===== config.mk =====
export PLATFORM = sky130hd
export DESIGN_NAME = bptc_calib
export DESIGN_NICKNAME = d
export VERILOG_FILES = /design/src/assert_macros.svh /design/src/bptc_pkg.sv /design/src/bptc_calib.sv
export SDC_FILE = /design/constraint.sdc
export NUM_CORES = 1
export LEC_CHECK = 0
export ABC_AREA = 1
export CORE_UTILIZATION = 40
export DETAILED_ROUTE_END_ITERATION = 8
export DONT_BUFFER_PORTS = 1
export GPL_TIMING_DRIVEN = 0
export PLACE_DENSITY = 0.65
export SETUP_SLACK_MARGIN = 0.15
export SYNTH_ARGS = -nofsm -noshare
export SYNTH_HDL_FRONTEND = slang
export SYNTH_SLANG_ARGS = --single-unit

===== constraint.sdc =====
create_clock -name clk -period 0.8 [get_ports clk]
set_input_delay 0.16 -clock clk [delete_from_list [all_inputs] [get_ports clk]]
set_output_delay 0.16 -clock clk [all_outputs]
set_load 0.02 [all_outputs]

===== src/assert_macros.svh =====
// Assertion helpers, clocked on clk and disabled while arst_n is low.
`ifndef ASSERT_MACROS_SVH
`define ASSERT_MACROS_SVH
`ifndef SYNTHESIS
`define BPTC_ASSERT(lbl, prop) \
	lbl: assert property (@(posedge clk) disable iff (!arst_n) prop) else $error("check failed");
`define BPTC_ASSERT_IMP(lbl, ante, cons) \
	lbl: assert property (@(posedge clk) disable iff (!arst_n) (ante) |-> (cons)) else $error("check failed");
`else
`define BPTC_ASSERT(lbl, prop)
`define BPTC_ASSERT_IMP(lbl, ante, cons)
`endif
`endif


===== src/bptc_pkg.sv =====
package bptc_pkg;

	localparam int RAW_WIDTH      = 24;
	localparam int TEMP_FRAC_BITS = 24;
	localparam int PIPE_DEPTH     = 14;

	localparam int CFG_W      = 64;
	localparam int CFG_IDX_W  = 2;
	localparam int IN_DATA_W  = 48;
	localparam int OUT_DATA_W = 40;

	localparam int TF_SHIFT = 48 - TEMP_FRAC_BITS;
	localparam int TP_SHIFT = TEMP_FRAC_BITS - 16;
	localparam int TF_W     = 36 + TEMP_FRAC_BITS - 24;
	localparam int TP_W     = 28;

	localparam logic [RAW_WIDTH-1:0] RAW_MASK_N = '1;
	localparam logic [23:0] RAW_MASK = 24'(RAW_MASK_N);

	typedef enum logic [CFG_IDX_W-1:0] {
		CFG_CALIB0 = 2'd0,
		CFG_CALIB1 = 2'd1,
		CFG_CALIB2 = 2'd2
	} cfg_idx_t;

	typedef struct packed {
		logic        [15:0] t1;
		logic        [15:0] t2;
		logic signed [7:0]  t3;
		logic signed [15:0] p1;
		logic signed [15:0] p2;
		logic signed [7:0]  p3;
		logic signed [7:0]  p4;
		logic        [15:0] p5;
		logic        [15:0] p6;
		logic signed [7:0]  p7;
		logic signed [7:0]  p8;
		logic signed [15:0] p9;
		logic signed [7:0]  p10;
		logic signed [7:0]  p11;
	} coef_t;

	// round half up: floor((v + 2^(s-1)) / 2^s)
	function automatic logic signed [67:0] rnd_sh(input logic signed [67:0] v,
			input int unsigned s);
		logic signed [67:0] r;
		if (s == 0) begin
			r = v;
		end else begin
			r = (v + (68'sd1 <<< (s - 1))) >>> s;
		end
		return r;
	endfunction

	// exact rounding of a * r2 / 2^s from the partial products a*hi and a*lo
	function automatic logic signed [67:0] mulsh_fin(input logic signed [67:0] hi,
			input logic signed [67:0] lo, input int unsigned s);
		logic signed [67:0] acc;
		acc = hi + (lo >>> 24) + (68'sd1 <<< (s - 25));
		return acc >>> (s - 24);
	endfunction

endpackage


===== src/bptc_calib.sv =====
module bptc_calib
	import bptc_pkg::*;
(
	input  logic                 clk,
	input  logic                 arst_n,
	input  logic                 cfg_we,
	input  logic [CFG_IDX_W-1:0] cfg_index,
	input  logic [CFG_W-1:0]     cfg_wdata,
	output coef_t                coef
);

	logic [55:0] word0_q;
	logic [63:0] word1_q;
	logic [47:0] word2_q;

	always_ff @(posedge clk or negedge arst_n) begin
		if (!arst_n) begin
			word0_q <= '0;
			word1_q <= '0;
			word2_q <= '0;
		end else if (cfg_we) begin
			unique case (cfg_idx_t'(cfg_index))
				CFG_CALIB0: word0_q <= cfg_wdata[55:0];
				CFG_CALIB1: word1_q <= cfg_wdata;
				CFG_CALIB2: word2_q <= cfg_wdata[47:0];
				default: ;
			endcase
		end
	end

	always_comb begin
		coef.t1  = word0_q[15:0];
		coef.t2  = word0_q[31:16];
		coef.t3  = $signed(word0_q[39:32]);
		coef.p1  = $signed(word0_q[55:40]);
		coef.p2  = $signed(word1_q[15:0]);
		coef.p3  = $signed(word1_q[23:16]);
		coef.p4  = $signed(word1_q[31:24]);
		coef.p5  = word1_q[47:32];
		coef.p6  = word1_q[63:48];
		coef.p7  = $signed(word2_q[7:0]);
		coef.p8  = $signed(word2_q[15:8]);
		coef.p9  = $signed(word2_q[31:16]);
		coef.p10 = $signed(word2_q[39:32]);
		coef.p11 = $signed(word2_q[47:40]);
	end

endmodule


After elaboration in Yosys (flattened, before gate mapping) --
Index checks and enable logic that the tools add are counted.
Storage, ports and cells: ROM bits 0, register bits 168, input port bits 69, word-level logic and storage cells 9, output and inout bits 168, memories kept 0, bits in writable memories 0, bits in latches 0
Cells by class: $mul 0, order comparisons 0, add/sub/neg operators 0, div/mod/pow operators 0, reduce and logical (&&, ||, !) cells 4, equal/unequal tests 2, mux-type cells 0, shift-type cells 0, bitwise gates (word level) 0
Operators with widths (number):
- $reduce_and A2 Y1 | 3
- $eq A2 B1 Y1 const B | 1
- $eq A2 B2 Y1 const B | 1
- $logic_not A2 Y1 | 1

Depth between registers and ports, before layout --
Gate-level depths: netlist of the first run.
depth in word-level cells 2, mapped depth 7, depth with buffers taken out 4

Worst setup path after synthesis of the first run --
OpenSTA, ideal clock, no wires.
path kind in2reg, start point input port cfg_index[1], end point register word0_q[10], stages 7, path buffers 3, arrival time 849 ps, library setup time 117 ps, required time 683 ps, path slack -166 ps, cells stage by stage buf_4 > nor2_4 > nand2_1 > buf_4 > buf_6 > nand2_1 > nand2_1
On the way: word-level cells in the longest chain between the ends 2
Ends and longest elaborated chain:
- start: declaration | RTL line bptc_calib.sv:7 | input logic [CFG_IDX_W-1:0] cfg_index,
- $logic_not A2 Y1 | RTL line bptc_calib.sv:22 | unique case (cfg_idx_t'(cfg_index))
- $reduce_and A2 Y1 (no source line)
- end signal: assignment | RTL line bptc_calib.sv:23 | CFG_CALIB0: word0_q <= cfg_wdata[55:0];
- end: declaration | RTL line bptc_calib.sv:12 | logic [55:0] word0_q;
Every way passes these cells. A chain may end at the register's enable or synchronous reset.

Final worst setup path of the first run --
start point register word2_q[6], end point output port coef[46] (netlist bit)
RTL lines:
- start: declaration | RTL line bptc_calib.sv:14 | logic [47:0] word2_q;
- start signal: assignment | RTL line bptc_calib.sv:25 | CFG_CALIB2: word2_q <= cfg_wdata[47:0];
- end: declaration | RTL line bptc_calib.sv:9 | output coef_t coef
No word-level cell between the ends.

==> results.sh, run 1 <==
export IMPL_finalCritPeriodShare_pct=133
export IMPL_pwr_density_cell_nw_per_um2=2630
export IMPL_synth_seq_cells=168
export IMPL_die_height_um=133
export IMPL_port_buffers=0
export IMPL_drtIter0Drc=310
export IMPL_crit_fanout=2
export IMPL_failed_checks="hold timing, setup timing"
export IMPL_cts_buffer_depth=2
export IMPL_vias=5771
export IMPL_gp_congestion=0.783
export IMPL_synth_top_area_share_pct=61.2
export IMPL_dpl_instance_area_um2=7220
export IMPL_timing_hold_ws_ps=-573
export IMPL_dr_wl_met2_um=9880
export IMPL_ir_drop_uv=1580
export IMPL_critPathKind="reg -> out"
export IMPL_cts_made_buffers=17
export IMPL_syn_num_nets=814
export IMPL_grt_antenna_before_repair=0
export IMPL_num_io_pins=237
export IMPL_ys_warnings_count=0
export IMPL_fmax_mhz=939
export IMPL_setup_slack_ps=-264
export IMPL_ys_seq_area_share_pct=61.2
export IMPL_setup_tns_ps=-41390
export IMPL_num_rows=47
export IMPL_ctsHtreeMaxLevel=4
export IMPL_syn_inst=745
export IMPL_crit_path_start_kind="register"
export IMPL_grt_pass1_wl_um=32300
export IMPL_grt_max_degree=169
export IMPL_synthTopCellsByCount="337 x nand2_1, 168 x dfrtp_1, 112 x nand4_1, 56 x nand3_1, 38 x buf_2"
export IMPL_diodes=0
export IMPL_syn_avg_cell_area_um2=9.23
export IMPL_synth_edf_count=0
export IMPL_status="complete, but fails checks"
export IMPL_hold_violations=171
export IMPL_die_w_um=133
export IMPL_leakage_nw=4.15
export IMPL_drv_slew=0
export IMPL_slew_headroom_pct=67.2
export IMPL_wl_per_cell_um=19.7
export IMPL_drtPass1Iterations=4
export IMPL_ys_flop_type="dfrtp_1"
export IMPL_cts_sinks=168
export IMPL_async_reset_ff_share_pct=100
export IMPL_via_per_inst=5.43
export IMPL_cts_hold_buffers_added=64
export IMPL_final_area_um2=8790
export IMPL_worst_slew_pin_slew_ps=492
export IMPL_grt_pass1_vias=5670
export IMPL_cts_tree="built"
export IMPL_synth_top_area_cell="dfrtp_1"
export IMPL_place_hpwl_um=13200
export IMPL_period_minus_slack_ps=1060
export IMPL_drc_errors=0
export IMPL_synth_most_common_cell="nand2_1"
export IMPL_fin_nets=899
export IMPL_cts_root_buffer="clkbuf_16"
export IMPL_die_area_um2=17700
export IMPL_clk_latency_ps=430
export IMPL_holdCritPathClass="in -> async"
export IMPL_fin_skew_ps=0
export IMPL_synth_area_um2=6870
export IMPL_totalWireLength_um=20900
export IMPL_grt_usage_pct=23.7
export IMPL_m1WireLength_um=8940
export IMPL_path_clk_slew_ps=60
export IMPL_floorplan_initialDensity_pct=41.2
export IMPL_setup_violations=168
export IMPL_ant_nets=0
export IMPL_crit_required_ps=640
export IMPL_wl_met3_um=1820
export IMPL_critPathCaptureType="primary output"
export IMPL_area_delta_synth_final_pct=27.9
export IMPL_ys_types=13
export IMPL_ys_top_cells_by_area="dfrtp_1 61%, nand2_1 18%, nand4_1 10%, nand3_1 4.1%, buf_2 2.8%"
export IMPL_drive_gt1_share_pct=36.9
export IMPL_rsz0062_at_grt="true"
export IMPL_max_cap_violations=0
export IMPL_cp_data_arrival_time_ps=900
export IMPL_overflow=0
export IMPL_top_layer="met4"
export IMPL_coreArea_um2=16700
## worst paths after layout
kind                       slack, ps                     from                       to  cells past startpoint
hold reg to reg                  560  word0_q[14]$_DFFE_PN0P_  word0_q[14]$_DFFE_PN0P_                      2
min in group clk                 -10             cfg_index[0]  word1_q[63]$_DFFE_PN0P_                      3
setup / recovery                -260   word2_q[6]$_DFFE_PN0P_                 coef[46]                      0
max in group asynchronous       1130                   arst_n  word0_q[17]$_DFFE_PN0P_                      0
setup reg to reg                  60   word0_q[1]$_DFFE_PN0P_   word0_q[1]$_DFFE_PN0P_                      2
hold / removal                  -570                   arst_n  word1_q[42]$_DFFE_PN0P_                      0
## registers in the layout, indices dropped and copies added (netlist names)
register / count
word1_q: 64
word0_q: 56
word2_q: 48
## cells in the final DEF, fill, tap and decap left out
| master | netlist | final |
|---|---|---|
| nand2_1 | 337 | 289 |
| buf_6 | 4 | 12 |
| nand2_2 | 0 | 48 |
| dlygate4sd3_1 | 0 | 64 |
| buf_4 | 15 | 16 |
| nor2_4 | 1 | 1 |
| clkbuf_4 | 0 | 9 |
| dfrtp_2 | 0 | 168 |
| clkinv_2 | 0 | 2 |
| nand4_1 | 112 | 112 |
| nand3_4 | 0 | 1 |
| clkbuf_8 | 0 | 2 |
| clkbuf_2 | 0 | 4 |
| buf_8 | 0 | 2 |
| nand3_2 | 2 | 2 |
| clkbuf_16 | 0 | 17 |
| buf_2 | 38 | 20 |
| clkbuf_1 | 9 | 11 |
| nand3_1 | 56 | 56 |
| bufinv_16 | 0 | 1 |
| clkinvlp_4 | 0 | 5 |
| inv_2 | 1 | 1 |
## power breakdown
| part | internal [mW] | total, mW | switching [mW] |
|---|---|---|---|
| clock | 4.44 | 7.76 | 3.32 |
| sequential | 10.1 | 13.0 | 2.88 |
| combinational | 0.974 | 2.41 | 1.43 |
| total | 15.5 | 23.2 | 7.63 |
## layer usage
layer,track usage [%],up-vias
met5,0,-
met4,7.77,0
met3,7.91,21
met2,37.3,225
met1,30.9,2860
li1,-,2665
## final cells by class
type | count | area [um^2]
clock inverters | 7 | 70.1
inverters | 2 | 11.3
plain buffers | 67 | 484
flip-flops and latches | 168 | 4410
fillers | 1522 | 7910
multi-input cells | 509 | 2410
repair buffers | 65 | 648
clock buffers | 25 | 475
well taps | 220 | 275
## cell families (layout without fill, tap and decap cells)
group	Yosys count	count (layout)	synth area share [%]
flip-flops	168	168	61.2
AND/OR/NAND/NOR	508	509	33.1
buffers and inverters	69	166	5.72
## what timing repair did
item | 4_1_cts | 5_1_grt
setup endpoints to repair | 336 | 336
gates resized for setup | 172 | 59
pin swaps | 162 | 39
buffers inserted | 0 | 1
cloned | 0 | 1
hold endpoints to repair | 336 | 168
## stage by stage
| stage | std cells | total power [mW] | setup WS [ps] | hold slack, ps | utilization (%) |
|---|---|---|---|---|---|
| after floorplan | 745 | 13.9 | -79.6 | -136 | - |
| after global placement | 965 | 14.7 | -397 | -131 | 43.2 |
| after detailed placement | 965 | 14.8 | -426 | -131 | 43.2 |
| after CTS | 1061 | 23.1 | -277 | -587 | 51.7 |
| after global routing | 1063 | 24.1 | -280 | -588 | 52.7 |
| final | 1063 | 23.2 | -264 | -573 | 52.7 |
Note: power is estimated with default switching activity, not from simulation.
==> inputs of run 2 (changes only) <==
PLACE_DENSITY = 0.67   (was 0.65)
clock period = 0.9 ns   (was 0.8 ns; I/O delays follow)
==> run 2 against run 1 <==
The flow still finishes with violations (hold timing, setup timing); worst setup slack improved by 89 ps; final cell count decreased by 0.38%; critical path depth unchanged; highest routed layer unchanged.
==> results.sh, run 2 (same netlist as run 1, synthesis figures left out) <==
export IMPL_final_core_util_pct=51.7
export IMPL_leakage_nw=4.12
export IMPL_area_delta_synth_final_pct=25.5
export IMPL_largest_register_ffs=64
export IMPL_critPathKind="reg -> out"
export IMPL_final_common_cell="nand2_1"
export IMPL_num_rows=47
export IMPL_fin_skew_ps=0
export IMPL_vias=5819
export IMPL_setup_violations=168
export IMPL_slew_headroom_pct=65.2
export IMPL_ant_nets=0
export IMPL_failed_checks="hold timing, setup timing"
export IMPL_holdCritPathClass="in -> async"
export IMPL_ctsHtreeMaxLevel=4
export IMPL_port_buffers=0
export IMPL_num_io_pins=237
export IMPL_fmax_mhz=930
export IMPL_status="complete, but fails checks"
export IMPL_grt_pass1_vias=5656
export IMPL_via_per_inst=5.49
export IMPL_max_cap_violations=0
export IMPL_cp_data_arrival_time_ps=900
export IMPL_fin_cells=1059
export IMPL_cts_tree="built"
export IMPL_setup_tns_ps=-26890
export IMPL_drive_gt1_share_pct=31.6
export IMPL_grt_max_degree=169
export IMPL_final_area_um2=8630
export IMPL_crit_fanout=2
export IMPL_ir_drop_uv=1320
export IMPL_cts_root_buffer="clkbuf_16"
export IMPL_fin_nets=897
export IMPL_path_clk_slew_ps=70
export IMPL_hold_violations=168
export IMPL_die_w_um=133
export IMPL_pwr_density_cell_nw_per_um2=2370
export IMPL_cts_sinks=168
export IMPL_wl_per_cell_um=19.9
export IMPL_grt_antenna_before_repair=0
export IMPL_critPathCaptureType="primary output"
export IMPL_clk_latency_ps=420
export IMPL_final_cell_mix="332 x nand2_1, 168 x dfrtp_2, 112 x nand4_1"
export IMPL_setup_slack_ps=-175
export IMPL_drtIter0Drc=417
export IMPL_worst_slew_pin_slew_ps=523
export IMPL_timing_hold_ws_ps=-551
export IMPL_cts_made_buffers=17
export IMPL_crit_path_start_kind="register"
export IMPL_dp_slack_ps=-363
export IMPL_finalPower_mw=20.5
export IMPL_crit_required_ps=720
export IMPL_diodes=0
export IMPL_place_hpwl_um=13400
export IMPL_period_minus_slack_ps=1080
export IMPL_rsz0062_at_grt="true"
export IMPL_placed_cells=965
export IMPL_coreArea_um2=16700
export IMPL_drtPass1Iterations=5
export IMPL_floorplan_initialDensity_pct=41.2
export IMPL_drc_errors=0
export IMPL_grt_usage_pct=24.0
export IMPL_gp_congestion=0.801
export IMPL_regMostFlops="word1_q"
export IMPL_die_height_um=133
export IMPL_top_regs="word1_q x64, word0_q x56, word2_q x48"
export IMPL_drv_slew=0
export IMPL_die_area_um2=17700
export IMPL_dpl_instance_area_um2=7220
export IMPL_cts_buffer_depth=2
export IMPL_overflow=0
export IMPL_finalCritPeriodShare_pct=119
export IMPL_cts_hold_buffers_added=64
export IMPL_post_cts_setup_buffers=0
export IMPL_grt_pass1_wl_um=32800
export IMPL_totalWireLength_um=21100
run 2: cell types whose count changed in the layout (fill, tap and decap cells not counted), sizes merged:
| cell | previous run | this run |
|---|---|---|
| clkbuf | 43 | 34 |
| buf | 50 | 55 |
| clkinv | 2 | 4 |
| clkinvlp | 5 | 3 |
| inv | 1 | 2 |
| nand3 | 59 | 58 |
run 2: report_power, final:
group	leakage [nW]	total (mW)	switching [mW]	internal, mW
registers	1.89	11.5	2.53	9.00
logic	1.98	2.10	1.24	0.858
clock network	0.252	6.83	2.99	3.84
total	4.12	20.5	6.77	13.7
run 2: layer usage:
metal	GRT usage [%]	up-vias	part of all wire, %
li1	-	2664	-
met2	36.8	220	47
met1	32.7	2907	43
met4	7.01	0	1.6
met3	7.72	28	7.8
met5	0	-	0
run 2: what timing repair did:
action | 4_1_cts | 5_1_grt
pin swaps | 0 | 1
hold endpoints to repair | 336 | 168
setup endpoints to repair | 231 | 201
resized for setup | 169 | 10
run 2: area by class of cell:
class / count / area [um^2]
fillers: 1538 / 8070
flip-flops and latches: 168 / 4410
multi-input cells: 508 / 2300
repair buffers: 64 / 641
plain buffers: 67 / 463
clock buffers: 22 / 454
well taps: 220 / 275
clock inverters: 8 / 76.3
inverters: 2 / 7.51
run 2: worst paths after layout:
kind                       slack [ps]  cells after the start                      end                     from
max                              -180                      0                 coef[98]   word1_q[2]$_DFFE_PN0P_
min                              -550                      0  word1_q[60]$_DFFE_PN0P_                   arst_n
max reg2reg                       160                      2  word1_q[12]$_DFFE_PN0P_  word1_q[12]$_DFFE_PN0P_
min reg2reg                       560                      2  word0_q[19]$_DFFE_PN0P_  word0_q[19]$_DFFE_PN0P_
max in group asynchronous        1130                      0   word2_q[6]$_DFFE_PN0P_                   arst_n
min in group clk                   80                      3   word1_q[2]$_DFFE_PN0P_             cfg_index[0]
